===== src/rtl/core/dmgs_pkg.sv =====
package dmgs_pkg;

  // Default number of rows on the display.
  localparam int unsigned ROWS_DEFAULT = 7;

  // Field widths of the channels.
  localparam int unsigned CODE_W      = 8;
  localparam int unsigned GLYPH_W     = 5;
  localparam int unsigned OUT_ROW_W   = 3;
  localparam int unsigned REFRESH_W   = 10;
  localparam int unsigned ANIMATE_W   = 16;
  localparam int unsigned CFG_IDX_W   = 1;
  localparam int unsigned CFG_DATA_W  = 16;

  // Output queue depth and its fill-count width.
  localparam int unsigned OUT_DEPTH   = 3;
  localparam int unsigned OUT_CNT_W   = 2;
  localparam int unsigned OUT_PTR_W   = 2;

  // Reset values of the period registers.
  localparam logic [REFRESH_W-1:0] REFRESH_RESET = 10'd10;
  localparam logic [ANIMATE_W-1:0] ANIMATE_RESET = 16'd300;

  // Special glyphs.
  localparam logic [GLYPH_W-1:0] GLYPH_BLANK = 5'd11;
  localparam logic [GLYPH_W-1:0] GLYPH_UP    = 5'd13;
  localparam logic [GLYPH_W-1:0] GLYPH_DOWN  = 5'd14;
  localparam logic [GLYPH_W-1:0] GLYPH_AUTO  = 5'd15;
  localparam logic [GLYPH_W-1:0] GLYPH_SPORT = 5'd16;
  localparam logic [GLYPH_W-1:0] GLYPH_QUIT  = 5'd17;
  localparam logic [GLYPH_W-1:0] GLYPH_WAIT  = 5'd18;
  localparam logic [GLYPH_W-1:0] GLYPH_LOCK  = 5'd19;

  // Gear command bytes.
  localparam logic [CODE_W-1:0] CODE_DIGIT_LO = 8'h30;
  localparam logic [CODE_W-1:0] CODE_DIGIT_HI = 8'h3C;
  localparam logic [CODE_W-1:0] CODE_UP       = 8'h75;
  localparam logic [CODE_W-1:0] CODE_DOWN     = 8'h64;
  localparam logic [CODE_W-1:0] CODE_AUTO     = 8'h61;
  localparam logic [CODE_W-1:0] CODE_SPORT    = 8'h73;
  localparam logic [CODE_W-1:0] CODE_QUIT     = 8'h71;
  localparam logic [CODE_W-1:0] CODE_WAIT     = 8'h77;
  localparam logic [CODE_W-1:0] CODE_LOCK     = 8'h6C;

  typedef enum logic {
    FUNC_SET  = 1'b0,
    FUNC_TICK = 1'b1
  } func_e;

  typedef enum logic [CFG_IDX_W-1:0] {
    REG_REFRESH_PERIOD = 1'b0,
    REG_ANIMATE_PERIOD = 1'b1
  } cfg_reg_e;

  typedef struct packed {
    logic [OUT_ROW_W-1:0] scan_row;
    logic [GLYPH_W-1:0]   font_glyph;
    logic [OUT_ROW_W-1:0] font_row;
  } result_t;

  typedef struct packed {
    logic    valid;
    result_t item;
  } push_t;

  typedef struct packed {
    logic [OUT_CNT_W-1:0] count;
    logic                 empty;
  } fifo_stat_t;

  // Maps a gear command byte to a font ROM glyph index.
  function automatic logic [GLYPH_W-1:0] map_code(input logic [CODE_W-1:0] code);
    logic [CODE_W-1:0]  diff;
    logic [GLYPH_W-1:0] glyph;
    diff = code - CODE_DIGIT_LO;
    if ((code >= CODE_DIGIT_LO) && (code <= CODE_DIGIT_HI)) begin
      glyph = diff[GLYPH_W-1:0];
    end else begin
      case (code)
        CODE_UP:    glyph = GLYPH_UP;
        CODE_DOWN:  glyph = GLYPH_DOWN;
        CODE_AUTO:  glyph = GLYPH_AUTO;
        CODE_SPORT: glyph = GLYPH_SPORT;
        CODE_QUIT:  glyph = GLYPH_QUIT;
        CODE_WAIT:  glyph = GLYPH_WAIT;
        CODE_LOCK:  glyph = GLYPH_LOCK;
        default:    glyph = GLYPH_BLANK;
      endcase
    end
    return glyph;
  endfunction

endpackage


===== src/rtl/core/dmgs_if.sv =====
interface dmgs_in_if;
  logic                        valid;
  logic                        ready;
  logic                        func;
  logic [dmgs_pkg::CODE_W-1:0] code;

  modport source (output valid, output func, output code, input ready);
  modport sink   (input valid, input func, input code, output ready);
endinterface

interface dmgs_out_if;
  logic                           valid;
  logic                           ready;
  logic [dmgs_pkg::OUT_ROW_W-1:0] scan_row;
  logic [dmgs_pkg::GLYPH_W-1:0]   font_glyph;
  logic [dmgs_pkg::OUT_ROW_W-1:0] font_row;

  modport source (output valid, output scan_row, output font_glyph, output font_row,
                  input ready);
  modport sink   (input valid, input scan_row, input font_glyph, input font_row,
                  output ready);
endinterface

interface dmgs_cfg_if;
  logic                            valid;
  logic                            ready;
  logic [dmgs_pkg::CFG_IDX_W-1:0]  index;
  logic [dmgs_pkg::CFG_DATA_W-1:0] data;

  modport source (output valid, output index, output data, input ready);
  modport sink   (input valid, input index, input data, output ready);
endinterface


===== src/rtl/core/dmgs_core.sv =====
module dmgs_core #(
  parameter int unsigned ROWS = dmgs_pkg::ROWS_DEFAULT
) (
  input  logic                           clk_i,
  input  logic                           rst_ni,
  input  logic                           item_valid_i,
  input  logic                           item_func_i,
  input  logic [dmgs_pkg::CODE_W-1:0]    item_code_i,
  input  logic [dmgs_pkg::REFRESH_W-1:0] refresh_period_i,
  input  logic [dmgs_pkg::ANIMATE_W-1:0] animate_period_i,
  output dmgs_pkg::push_t                push_o
);

  localparam int unsigned RW = $clog2(ROWS);
  localparam logic [RW:0]   ROWS_V   = (RW+1)'(ROWS);
  localparam logic [RW-1:0] LAST_ROW = RW'(ROWS - 1);

  logic [dmgs_pkg::GLYPH_W-1:0]   glyph_q, glyph_d;
  logic [RW-1:0]                  scan_q, scan_d;
  logic [RW-1:0]                  offset_q, offset_d;
  logic [dmgs_pkg::REFRESH_W-1:0] refresh_cnt_q, refresh_cnt_d;
  logic [dmgs_pkg::ANIMATE_W-1:0] animate_cnt_q, animate_cnt_d;

  logic                           tick;
  logic                           refresh_fire;
  logic                           animate_fire;
  logic [RW:0]                    row_sum;
  logic [RW:0]                    font_row_full;
  logic [RW+dmgs_pkg::OUT_ROW_W:0] scan_ext;
  logic [RW+dmgs_pkg::OUT_ROW_W:0] font_ext;
  logic [dmgs_pkg::REFRESH_W-1:0] refresh_per;
  logic [dmgs_pkg::ANIMATE_W-1:0] animate_per;
  logic [dmgs_pkg::REFRESH_W:0]   refresh_inc;
  logic [dmgs_pkg::ANIMATE_W:0]   animate_inc;

  assign tick         = item_valid_i && (item_func_i == dmgs_pkg::FUNC_TICK);
  assign refresh_fire = tick && (refresh_cnt_q == '0);
  assign animate_fire = tick && (animate_cnt_q == '0);

  // Font row is the scan row rotated by the offset; the sum stays below twice ROWS.
  assign row_sum       = {1'b0, scan_q} + {1'b0, offset_q};
  assign font_row_full = (row_sum >= ROWS_V) ? (row_sum - ROWS_V) : row_sum;
  assign scan_ext      = {{dmgs_pkg::OUT_ROW_W{1'b0}}, 1'b0, scan_q};
  assign font_ext      = {{dmgs_pkg::OUT_ROW_W{1'b0}}, font_row_full};

  assign push_o.valid           = refresh_fire;
  assign push_o.item.scan_row   = scan_ext[dmgs_pkg::OUT_ROW_W-1:0];
  assign push_o.item.font_glyph = glyph_q;
  assign push_o.item.font_row   = font_ext[dmgs_pkg::OUT_ROW_W-1:0];

  // A period of zero behaves as a period of one.
  assign refresh_per = (refresh_period_i == '0) ? dmgs_pkg::REFRESH_W'(1) : refresh_period_i;
  assign animate_per = (animate_period_i == '0) ? dmgs_pkg::ANIMATE_W'(1) : animate_period_i;
  assign refresh_inc = {1'b0, refresh_cnt_q} + (dmgs_pkg::REFRESH_W+1)'(1);
  assign animate_inc = {1'b0, animate_cnt_q} + (dmgs_pkg::ANIMATE_W+1)'(1);

  always_comb begin
    glyph_d       = glyph_q;
    scan_d        = scan_q;
    offset_d      = offset_q;
    refresh_cnt_d = refresh_cnt_q;
    animate_cnt_d = animate_cnt_q;
    if (item_valid_i && (item_func_i == dmgs_pkg::FUNC_SET)) begin
      glyph_d = dmgs_pkg::map_code(item_code_i);
    end
    if (refresh_fire) begin
      scan_d = (scan_q == LAST_ROW) ? '0 : scan_q + RW'(1);
    end
    if (animate_fire) begin
      if (glyph_q == dmgs_pkg::GLYPH_UP) begin
        offset_d = (offset_q == LAST_ROW) ? '0 : offset_q + RW'(1);
      end else if (glyph_q == dmgs_pkg::GLYPH_DOWN) begin
        offset_d = (offset_q == '0) ? LAST_ROW : offset_q - RW'(1);
      end else begin
        offset_d = '0;
      end
    end
    if (tick) begin
      refresh_cnt_d = (refresh_inc >= {1'b0, refresh_per}) ? '0
                                                           : refresh_inc[dmgs_pkg::REFRESH_W-1:0];
      animate_cnt_d = (animate_inc >= {1'b0, animate_per}) ? '0
                                                           : animate_inc[dmgs_pkg::ANIMATE_W-1:0];
    end
  end

  always_ff @(posedge clk_i or negedge rst_ni) begin
    if (!rst_ni) begin
      glyph_q       <= dmgs_pkg::GLYPH_BLANK;
      scan_q        <= '0;
      offset_q      <= '0;
      refresh_cnt_q <= '0;
      animate_cnt_q <= '0;
    end else begin
      glyph_q       <= glyph_d;
      scan_q        <= scan_d;
      offset_q      <= offset_d;
      refresh_cnt_q <= refresh_cnt_d;
      animate_cnt_q <= animate_cnt_d;
    end
  end

endmodule


===== src/rtl/core/dmgs_out_fifo.sv =====
module dmgs_out_fifo (
  input  logic                  clk_i,
  input  logic                  rst_ni,
  input  dmgs_pkg::push_t       push_i,
  input  logic                  pop_i,
  output dmgs_pkg::result_t     head_o,
  output dmgs_pkg::fifo_stat_t  stat_o
);

  localparam logic [dmgs_pkg::OUT_PTR_W-1:0] LAST_PTR =
    dmgs_pkg::OUT_PTR_W'(dmgs_pkg::OUT_DEPTH - 1);

  dmgs_pkg::result_t                  mem_q [dmgs_pkg::OUT_DEPTH];
  logic [dmgs_pkg::OUT_PTR_W-1:0]     wr_ptr_q, wr_ptr_d;
  logic [dmgs_pkg::OUT_PTR_W-1:0]     rd_ptr_q, rd_ptr_d;
  logic [dmgs_pkg::OUT_CNT_W-1:0]     count_q, count_d;
  logic                               do_pop;

  assign do_pop       = pop_i && (count_q != '0);
  assign head_o       = mem_q[rd_ptr_q];
  assign stat_o.count = count_q;
  assign stat_o.empty = (count_q == '0);

  always_comb begin
    wr_ptr_d = wr_ptr_q;
    rd_ptr_d = rd_ptr_q;
    count_d  = count_q;
    if (push_i.valid) begin
      wr_ptr_d = (wr_ptr_q == LAST_PTR) ? '0 : wr_ptr_q + dmgs_pkg::OUT_PTR_W'(1);
    end
    if (do_pop) begin
      rd_ptr_d = (rd_ptr_q == LAST_PTR) ? '0 : rd_ptr_q + dmgs_pkg::OUT_PTR_W'(1);
    end
    case ({push_i.valid, do_pop})
      2'b10:   count_d = count_q + dmgs_pkg::OUT_CNT_W'(1);
      2'b01:   count_d = count_q - dmgs_pkg::OUT_CNT_W'(1);
      default: count_d = count_q;
    endcase
  end

  always_ff @(posedge clk_i) begin
    if (push_i.valid) begin
      mem_q[wr_ptr_q] <= push_i.item;
    end
  end

  always_ff @(posedge clk_i or negedge rst_ni) begin
    if (!rst_ni) begin
      wr_ptr_q <= '0;
      rd_ptr_q <= '0;
      count_q  <= '0;
    end else begin
      wr_ptr_q <= wr_ptr_d;
      rd_ptr_q <= rd_ptr_d;
      count_q  <= count_d;
    end
  end

endmodule


===== src/rtl/core/dot_matrix_glyph_scanner.sv =====
// Path: an accepted item is held in the input register; a tick that fires a row
// refresh then pushes its result through the state update into the three-entry
// output queue, whose head drives out_o. Throughput: one item per cycle while the
// credit check lets items in. Reset: rst_ni is asynchronous and active low; it
// restores the periods to 10 and 300, the glyph to blank, the scan row, offset and
// both tick counters to zero.
module dot_matrix_glyph_scanner #(
  parameter int unsigned ROWS = dmgs_pkg::ROWS_DEFAULT
) (
  input  logic        clk_i,
  input  logic        rst_ni,
  dmgs_in_if.sink     in_i,
  dmgs_out_if.source  out_o,
  dmgs_cfg_if.sink    cfg_i
);

  // Configuration registers take writes in any cycle, unchecked; the user must issue
  // them only while the block is idle, so no item sees a half-updated period.
  logic [dmgs_pkg::REFRESH_W-1:0] refresh_period_q;
  logic [dmgs_pkg::ANIMATE_W-1:0] animate_period_q;
  logic                           cfg_write;

  assign cfg_i.ready = 1'b1;
  assign cfg_write   = cfg_i.valid && cfg_i.ready;

  always_ff @(posedge clk_i or negedge rst_ni) begin
    if (!rst_ni) begin
      refresh_period_q <= dmgs_pkg::REFRESH_RESET;
      animate_period_q <= dmgs_pkg::ANIMATE_RESET;
    end else if (cfg_write) begin
      case (cfg_i.index)
        dmgs_pkg::REG_REFRESH_PERIOD: refresh_period_q <= cfg_i.data[dmgs_pkg::REFRESH_W-1:0];
        dmgs_pkg::REG_ANIMATE_PERIOD: animate_period_q <= cfg_i.data[dmgs_pkg::ANIMATE_W-1:0];
        default: ;
      endcase
    end
  end

  // Input register. Every accepted item is held here before it updates
  // the scanner state.
  logic                        stage_valid_q;
  logic                        stage_func_q;
  logic [dmgs_pkg::CODE_W-1:0] stage_code_q;
  logic                        in_xfer;

  // Credit check: an item is taken only if the output queue has room for the item
  // already in the input register and for this one, whatever the sink does.
  dmgs_pkg::fifo_stat_t          fifo_stat;
  logic [dmgs_pkg::OUT_CNT_W:0]  in_flight;

  assign in_flight  = {1'b0, fifo_stat.count} + (dmgs_pkg::OUT_CNT_W+1)'(stage_valid_q);
  assign in_i.ready = (in_flight < (dmgs_pkg::OUT_CNT_W+1)'(dmgs_pkg::OUT_DEPTH));
  assign in_xfer    = in_i.valid && in_i.ready;

  always_ff @(posedge clk_i or negedge rst_ni) begin
    if (!rst_ni) begin
      stage_valid_q <= 1'b0;
    end else begin
      stage_valid_q <= in_xfer;
    end
  end

  always_ff @(posedge clk_i) begin
    if (in_xfer) begin
      stage_func_q <= in_i.func;
      stage_code_q <= in_i.code;
    end
  end

  // Scanner state: glyph, scan row, row offset and the two tick counters. A refresh
  // tick pushes one result into the output queue in the same cycle.
  dmgs_pkg::push_t push;

  dmgs_core #(
    .ROWS(ROWS)
  ) u_core (
    .clk_i           (clk_i),
    .rst_ni          (rst_ni),
    .item_valid_i    (stage_valid_q),
    .item_func_i     (stage_func_q),
    .item_code_i     (stage_code_q),
    .refresh_period_i(refresh_period_q),
    .animate_period_i(animate_period_q),
    .push_o          (push)
  );

  // Output queue, which decouples the scanner from stalls on the result side.
  dmgs_pkg::result_t head;

  dmgs_out_fifo u_out_fifo (
    .clk_i (clk_i),
    .rst_ni(rst_ni),
    .push_i(push),
    .pop_i (out_o.ready),
    .head_o(head),
    .stat_o(fifo_stat)
  );

  assign out_o.valid      = !fifo_stat.empty;
  assign out_o.scan_row   = head.scan_row;
  assign out_o.font_glyph = head.font_glyph;
  assign out_o.font_row   = head.font_row;

  // The credit check must keep the queue from ever being pushed while full.
  assert property (@(posedge clk_i) disable iff (!rst_ni)
    push.valid |-> (fifo_stat.count != dmgs_pkg::OUT_CNT_W'(dmgs_pkg::OUT_DEPTH)))
    else $error("output queue pushed while full");

  // Results come only from an item held in the input register, and never from a set.
  assert property (@(posedge clk_i) disable iff (!rst_ni)
    push.valid |-> (stage_valid_q && (stage_func_q == dmgs_pkg::FUNC_TICK)))
    else $error("result pushed without a tick in the input register");

  // An accepted item always lands in the input register on the next cycle.
  assert property (@(posedge clk_i) disable iff (!rst_ni)
    in_xfer |=> stage_valid_q)
    else $error("accepted item lost before the state update");

  // With the queue full, no new item may be taken.
  assert property (@(posedge clk_i) disable iff (!rst_ni)
    (fifo_stat.count == dmgs_pkg::OUT_CNT_W'(dmgs_pkg::OUT_DEPTH)) |-> !in_i.ready)
    else $error("input accepted while output queue full");

endmodule


===== src/flat_wrapper.sv =====
// flat-port wrapper written by rule: the top's interface ports become plain ports
module dot_matrix_glyph_scanner_flat 
#(
  parameter int unsigned ROWS = dmgs_pkg::ROWS_DEFAULT
)
  (clk_i, rst_ni, in_i_valid, in_i_func, in_i_code, in_i_ready, out_o_valid, out_o_scan_row, out_o_font_glyph, out_o_font_row, out_o_ready, cfg_i_valid, cfg_i_index, cfg_i_data, cfg_i_ready);
  dmgs_in_if in_i_i ();
  dmgs_out_if out_o_i ();
  dmgs_cfg_if cfg_i_i ();
  input  logic clk_i;
  input  logic rst_ni;
  input wire logic [$bits(in_i_i.valid)-1:0] in_i_valid;
  input wire logic [$bits(in_i_i.func)-1:0] in_i_func;
  input wire logic [$bits(in_i_i.code)-1:0] in_i_code;
  output wire logic [$bits(in_i_i.ready)-1:0] in_i_ready;
  output wire logic [$bits(out_o_i.valid)-1:0] out_o_valid;
  output wire logic [$bits(out_o_i.scan_row)-1:0] out_o_scan_row;
  output wire logic [$bits(out_o_i.font_glyph)-1:0] out_o_font_glyph;
  output wire logic [$bits(out_o_i.font_row)-1:0] out_o_font_row;
  input wire logic [$bits(out_o_i.ready)-1:0] out_o_ready;
  input wire logic [$bits(cfg_i_i.valid)-1:0] cfg_i_valid;
  input wire logic [$bits(cfg_i_i.index)-1:0] cfg_i_index;
  input wire logic [$bits(cfg_i_i.data)-1:0] cfg_i_data;
  output wire logic [$bits(cfg_i_i.ready)-1:0] cfg_i_ready;
  assign in_i_i.valid = in_i_valid;
  assign in_i_i.func = in_i_func;
  assign in_i_i.code = in_i_code;
  assign in_i_ready = in_i_i.ready;
  assign out_o_valid = out_o_i.valid;
  assign out_o_scan_row = out_o_i.scan_row;
  assign out_o_font_glyph = out_o_i.font_glyph;
  assign out_o_font_row = out_o_i.font_row;
  assign out_o_i.ready = out_o_ready;
  assign cfg_i_i.valid = cfg_i_valid;
  assign cfg_i_i.index = cfg_i_index;
  assign cfg_i_i.data = cfg_i_data;
  assign cfg_i_ready = cfg_i_i.ready;
  dot_matrix_glyph_scanner #(.ROWS(ROWS)) u_core (.clk_i(clk_i), .rst_ni(rst_ni), .in_i(in_i_i), .out_o(out_o_i), .cfg_i(cfg_i_i));
endmodule

===== config.mk =====
export PLATFORM = sky130hd
export DESIGN_NAME = dot_matrix_glyph_scanner_flat
export DESIGN_NICKNAME = d
export VERILOG_FILES = /design/src/rtl/core/dmgs_pkg.sv /design/src/rtl/core/dmgs_if.sv /design/src/rtl/core/dmgs_core.sv /design/src/rtl/core/dmgs_out_fifo.sv /design/src/rtl/core/dot_matrix_glyph_scanner.sv /design/src/flat_wrapper.sv
export SDC_FILE = /design/constraint.sdc
export NUM_CORES = 1
export LEC_CHECK = 0
export ABC_AREA = 1
export BUFFER_PORTS_ARGS = -buffer_cell sky130_fd_sc_hd__buf_2
export CAP_MARGIN = 20
export CORE_AREA = 2 2 122 124
export DETAILED_ROUTE_END_ITERATION = 7
export DIE_AREA = 0 0 124 126
export GPL_ROUTABILITY_DRIVEN = 1
export HOLD_SLACK_MARGIN = 0.12
export SYNTH_ARGS = -nofsm -noshare
export SYNTH_HDL_FRONTEND = slang
export SYNTH_SLANG_ARGS = --single-unit

===== constraint.sdc =====
create_clock -name clk_i -period 3.1 [get_ports clk_i]
set_clock_uncertainty 0.2 [all_clocks]
set_input_delay 0.62 -clock clk_i [delete_from_list [all_inputs] [get_ports clk_i]]
set_output_delay 0.62 -clock clk_i [all_outputs]
set_load 0.02 [all_outputs]

* After elaboration in Yosys (flattened, before gate mapping)
Memories as Yosys holds them, arrays and structs flattened.
Cells that the tools add are included.
** Operators by class
- Add/sub/neg operators :: 13
- $mul :: 0
- Div/mod/pow operators :: 0
- $lt $le $gt $ge :: 6
- Equal/unequal tests :: 15
- Shift operators :: 0
- Mux-type cells :: 17
- Bitwise logic cells :: 2
- Reductions and logical operators :: 18
** Operators by type and width (number)
- 8-bit by 7-bit equality test with 1-bit output, second input constant :: 7
- 5-bit case mux with 7 select lines :: 1
- 16-bit zero test :: 2
- 16-bit 2-to-1 mux :: 2
- 10-bit zero test :: 2
- 10-bit 2-to-1 mux :: 2
- 3-bit 2-to-1 mux :: 6
- 16-bit by 1-bit adder with 17-bit output, second input constant :: 1
- 17-bit by 16-bit greater-or-equal comparator with 1-bit output :: 1
- 10-bit by 1-bit adder with 11-bit output, second input constant :: 1
- 11-bit by 10-bit greater-or-equal comparator with 1-bit output :: 1
- 5-bit by 4-bit equality test with 1-bit output, second input constant :: 2
- 8-bit by 6-bit greater-or-equal comparator with 1-bit output, second input constant :: 1
- 8-bit by 6-bit less-or-equal comparator with 1-bit output, second input constant :: 1
- 1-bit logical AND :: 7
- 2-bit by 1-bit adder with 2-bit output, second input constant :: 3
- 3-bit by 1-bit adder with 3-bit output, second input constant :: 2
- 2-bit equality test, second input constant :: 3
- 3-bit equality test, second input constant :: 2
- 5-bit 2-to-1 mux :: 1
- 5-bit subtractor, second input constant :: 1
- 3-bit by 3-bit adder with 4-bit output :: 1
- 4-bit by 3-bit greater-or-equal comparator with 1-bit output, second input constant :: 1
- 2-bit 2-to-1 mux :: 2
- 14 further kinds :: 18
** Word-level totals
- Bits in registers :: 79
- Latch bits :: 0
- Bits in writable memories :: 33
- Bits in read-only memories :: 0
- Input port bits :: 31
- Memories :: 1
** Memories
- u_core.u_out_fifo.mem_q :: words 3, width 11, read ports 1, clocked after Yosys merged registers in 0, write ports 1, line dmgs_out_fifo.sv:13 : dmgs_pkg::result_t mem_q [dmgs_pkg::OUT_DEPTH];

* Depth between registers and ports, before layout
- Word-level depth :: 4
- Gate-level depth with buffers :: 18
- Depth with buffers taken out :: 17

* Hierarchy
A second synthesis with hierarchy kept.
** Unflattened totals
- Cells, all modules :: 835
- Area total of the unflattened synthesis :: 6640.1 um^2
** Modules (own cells, without submodules)
- dmgs_core :: times used 1, cells each 580, area an instance 3693.5 um^2
- dmgs_out_fifo :: times used 1, cells each 120, area an instance 1512.7 um^2
- dot_matrix_glyph_scanner :: times used 1, cells each 135, area an instance 1433.9 um^2

* Least setup slack after synthesis
No wires, ideal clock.
- Kind :: register -> register
- Start point :: reg u_core.u_core.animate_cnt_q[0] (netlist bit)
- End point :: reg u_core.u_core.animate_cnt_q[11] (netlist bit)
- Setup time :: 0.066 ns
- Data arrival time :: 2.309 ns
- Setup slack :: 0.525 ns
- Stages on the path, launching flop included :: 16
- Buffers on the path :: 1
- Cell sequence :: dfrtp_1 > ha_1 > nand2_2 > nor2_4 > nand2_1 > o21ai_0 > nand2_1 > ha_1 > a21oi_1 > nor2_1 > nor2_1 > o21ai_2 > a21oi_2 > buf_6 > nand3_1 > nand2_1
** Between the ends
- Cells in the longest elaborated chain, start to end :: 3
** Ends and longest elaborated chain
- from (decl) :: line dmgs_core.sv:22 : logic [dmgs_pkg::ANIMATE_W-1:0] animate_cnt_q, animate_cnt_d;
- from (signal assigned) :: line dmgs_core.sv:98 : animate_cnt_q <= animate_cnt_d;
- 16-bit by 1-bit adder with 17-bit output (*) :: line dmgs_core.sv:55 : assign animate_inc = {1'b0, animate_cnt_q} + (dmgs_pkg::ANIMATE_W+1)'(1);
- 17-bit by 16-bit greater-or-equal comparator with 1-bit output :: line dmgs_core.sv:81 : animate_cnt_d = (animate_inc >= {1'b0, animate_per}) ? '0
- 16-bit 2-to-1 mux (*) :: line dmgs_core.sv:81
Mark *: on every way between the ends. The rest lies on a longest branch, timed or not.
A chain may end at the register's enable or synchronous reset.

* Worst setup path after layout
- Start point :: reg u_core.u_core.animate_cnt_q[2] (netlist bit)
- End point :: reg u_core.u_core.animate_cnt_q[7] (netlist bit)
Same word-level chain as after synthesis.

==> impl_metrics.py <==
metrics = {
    "global_routing": {
        "grt_max_degree": 71,
        "grtUsageTotal": 0.177,
        "first_global_vias": 4942,
        "grt_pass1_wl_um": 22100,
        "overflow": 0,
        "antenna_found_initial": 0,
    },
    "worst_setup_path": {
        "crit_path_end_kind": "flip-flop",
        "crit_type": "reg -> reg",
        "cp_top_family": "simple AND/OR/NAND/NOR gates",
        "critPathLaunchType": "flip-flop",
        "required_ps": 3150,
        "critical_path_buf_inv_count": 2,
        "reg2reg_depth": 12,
        "critPathMaxFanout": 10,
        "arrival_ps": 2960,
        "cp_cell_sequence": "nand2_1 > nor2_1 > nand2_1 > o21ai_0 > nand2_1 > ha_1 > inv_1 > nor4_2 > nand2_2 > buf_4 > nand3_1 > nand2_1",
        "crit_slowest_cell": "dfrtp_1",
        "path_common_cell": "nand2_1",
        "slowest_delay_ps": 460,
        "crit_cells": 12,
    },
    "floorplan": {
        "io_pins": 45,
        "die_x_um": 124,
        "die_h_um": 126,
        "dieArea_um2": 15600,
        "num_rows": 44,
        "start_util": 0.443,
        "core_area_um2": 14300,
    },
    "timing": {
        "drv_slew": 0,
        "fmax_mhz": 343,
        "finalSetupViolCount": 0,
        "grt_setup_unrepaired": "yes",
        "max_slew_margin": 0.405,
        "hold_violations": 0,
        "whs_ps": 235,
        "worst_pin_slew_ps": 892,
        "fin_crit_sh": 0.939,
        "fin_crit_ps": 2910,
    },
    "clocking": {
        "ctsHoldBuffers": 0,
        "clk_path_buf_depth": 2,
        "clockRootBuffer": "clkbuf_16",
        "clk_latency_ps": 360,
        "cts.sinks": 112,
        "cts_tree": "done",
        "cts_buffers": 9,
        "clk_pin_slew_ps": 80,
        "htreeDepth": 3,
    },
    "placed_design": {
        "hpwl_um": 9350,
        "place_area_um2": 6770,
        "dp.cells": 1004,
        "gp_congestion": 0.869,
        "numPortBuffers": 43,
    },
    "hold_path": {
        "hp-class": "in -> reg",
        "hold-path-cell-count": 1,
    },
    "yosys": {
        "yosysMostFrequentCell": "nand2_1",
        "ys_seq_area_frac": 0.477,
        "synthesis.nets": 860,
        "yosys-top-cells-area": "dfrtp_1 (24%), edfxtp_1 (20%), nand2_1 (13%)",
        "yosysTopAreaCell": "dfrtp_1",
        "synth_top_cell_area_share": 0.241,
        "synth.cell_area_um2": 6350,
        "syn_avg_cell_area_um2": 8.07,
        "ys_seq_elements": 112,
        "synth_edf_count": 42,
        "yosys_warnings": 0,
        "synth_ff_type": "dfrtp_1",
        "synthArstFlopShare": 0.625,
        "netlist_instances": 786,
        "yosysUniqueCellTypes": 42,
        "ys_top_cells_by_count": "nand2_1 (228), inv_1 (109), nor2_1 (72), nand3_1 (62), dfrtp_1 (61)",
    },
    "power_and_ir_drop": {
        "peakVddDrop_v": 0.000311,
        "p_leak_uw": 0.00353,
        "powerDensity_nw_per_um2": 687,
    },
    "detailed_routing": {
        "wire_per_inst_um": 12.8,
        "via_per_inst": 5.03,
        "wl_um": 13100,
        "drt_iter0_drc": 391,
        "firstDrtPassIters": 4,
        "vias": 5146,
        "antenna_left": 0,
        "drc": 0,
    },
    "layout": {
        "fillCellCount": 1369,
        "finalNonFillerCells": 1024,
        "diodes": 0,
        "final_nets": 909,
        "final_cell_area_um2": 7150,
        "utilization": 0.499,
        "area.growth.synth_to_final_pct": 12.6,
        "drive_gt1_frac": 0.120,
    },
    "job": {
        "cap_violations": 0,
    },
    "outcome": {
        "status": "completed",
    },
}
[flip-flops by register name (all words and copies together), names as in the netlist]
signal,cells
u_core.u_out_fifo.mem_q,33
u_core.animate_period_q,16
u_core.u_core.animate_cnt_q,16
u_core.refresh_period_q,10
u_core.u_core.refresh_cnt_q,10
u_core.stage_code_q,8
u_core.u_core.glyph_q,5
u_core.u_core.offset_q,3
u_core.u_core.scan_q,3
u_core.u_out_fifo.count_q,2
u_core.u_out_fifo.rd_ptr_q,2
u_core.u_out_fifo.wr_ptr_q,2
u_core.stage_func_q,1
u_core.stage_valid_q,1
[cell type report]
type | instances | area, um^2 | share of cell area
clock inverter | 6 | 56.3 | 0.00788
inverter | 110 | 413 | 0.0578
multi-input combinational | 548 | 2870 | 0.402
sequential | 112 | 3030 | 0.423
timing repair buffer | 54 | 310 | 0.0434
clock buffer | 10 | 239 | 0.0334
tap | 184 | 230 | 0.0322
[routing by layer]
metal,part of all wire,track usage
met1,0.48,0.225
met2,0.48,0.303
met3,0.032,0.0258
met5,0,0
met4,0.014,0.0628
[cell families (layout without fill, tap and decap cells)]
group	count (synthesis)	count (layout)	synth area share
AO/OA/AOI/OAI	91	92	0.0797
XOR/XNOR	9	9	0.0124
adder cells (fa/ha/maj)	43	43	0.0860
buffers and inverters	127	180	0.0777
flip-flops	112	112	0.477
other	1	1	0.000591
AND/OR/NAND/NOR	403	403	0.267
[path summary, 6_finish.rpt]
check                                               start                        endpoint  slack, ps
min                                          in_i_code[4]          u_core.stage_code_q[4]        230
max                        u_core.u_core.animate_cnt_q[2]  u_core.u_core.animate_cnt_q[7]        190
min in group asynchronous                          rst_ni     u_core.animate_period_q[15]        260
max in group asynchronous                          rst_ni  u_core.u_core.animate_cnt_q[0]       1800
min reg2reg                    u_core.animate_period_q[9]      u_core.animate_period_q[9]        290
max reg2reg                u_core.u_core.animate_cnt_q[2]  u_core.u_core.animate_cnt_q[7]        190
[worst reg2reg max path, stage by stage, from the launching register on]
cell and delay [ps]:
dfrtp_1 460, nand2_1 80, nor2_1 200, nand2_1 180, o21ai_0 280, nand2_1 90
ha_1 450, inv_1 120, nor4_2 340, nand2_2 80, buf_4 190, nand3_1 90
nand2_1 50
[layout by cell type, fill, tap and decap left out, types with 27 or more instances in the layout]
cell	Yosys	routed
nand3_1	62	62
nand2_1	228	227
edfxtp_1	42	42
dfrtp_1	61	60
nor2_1	72	72
a21oi_1	27	27
o21ai_0	45	44
buf_2	1	43
ha_1	42	42
inv_1	109	109
[where the power goes]
group | leakage (uW) | internal [uW] | switching (uW)
logic | 0.00212 | 565 | 1010
clock network | 0.000149 | 588 | 577
registers | 0.00126 | 1910 | 264
[timing repair]
item / 4_1_cts / 5_1_grt
endpoints found under the setup margin: 16 / 22
pin swaps: 0 / 2
cloned: 0 / 1
setup buffers: 0 / 3
gates resized for setup: 1 / 7
[stage by stage]
step	setup WS [ps]	TNS, ps	total power (uW)
floorplan	525	0	3280
global placement	109	0	3720
detailed placement	-29.7	-162	3780
CTS	164	0	4960
global route	-25.8	-43.2	5290
finish	188	0	4910
No activity file was read; power rests on OpenSTA's default activity.
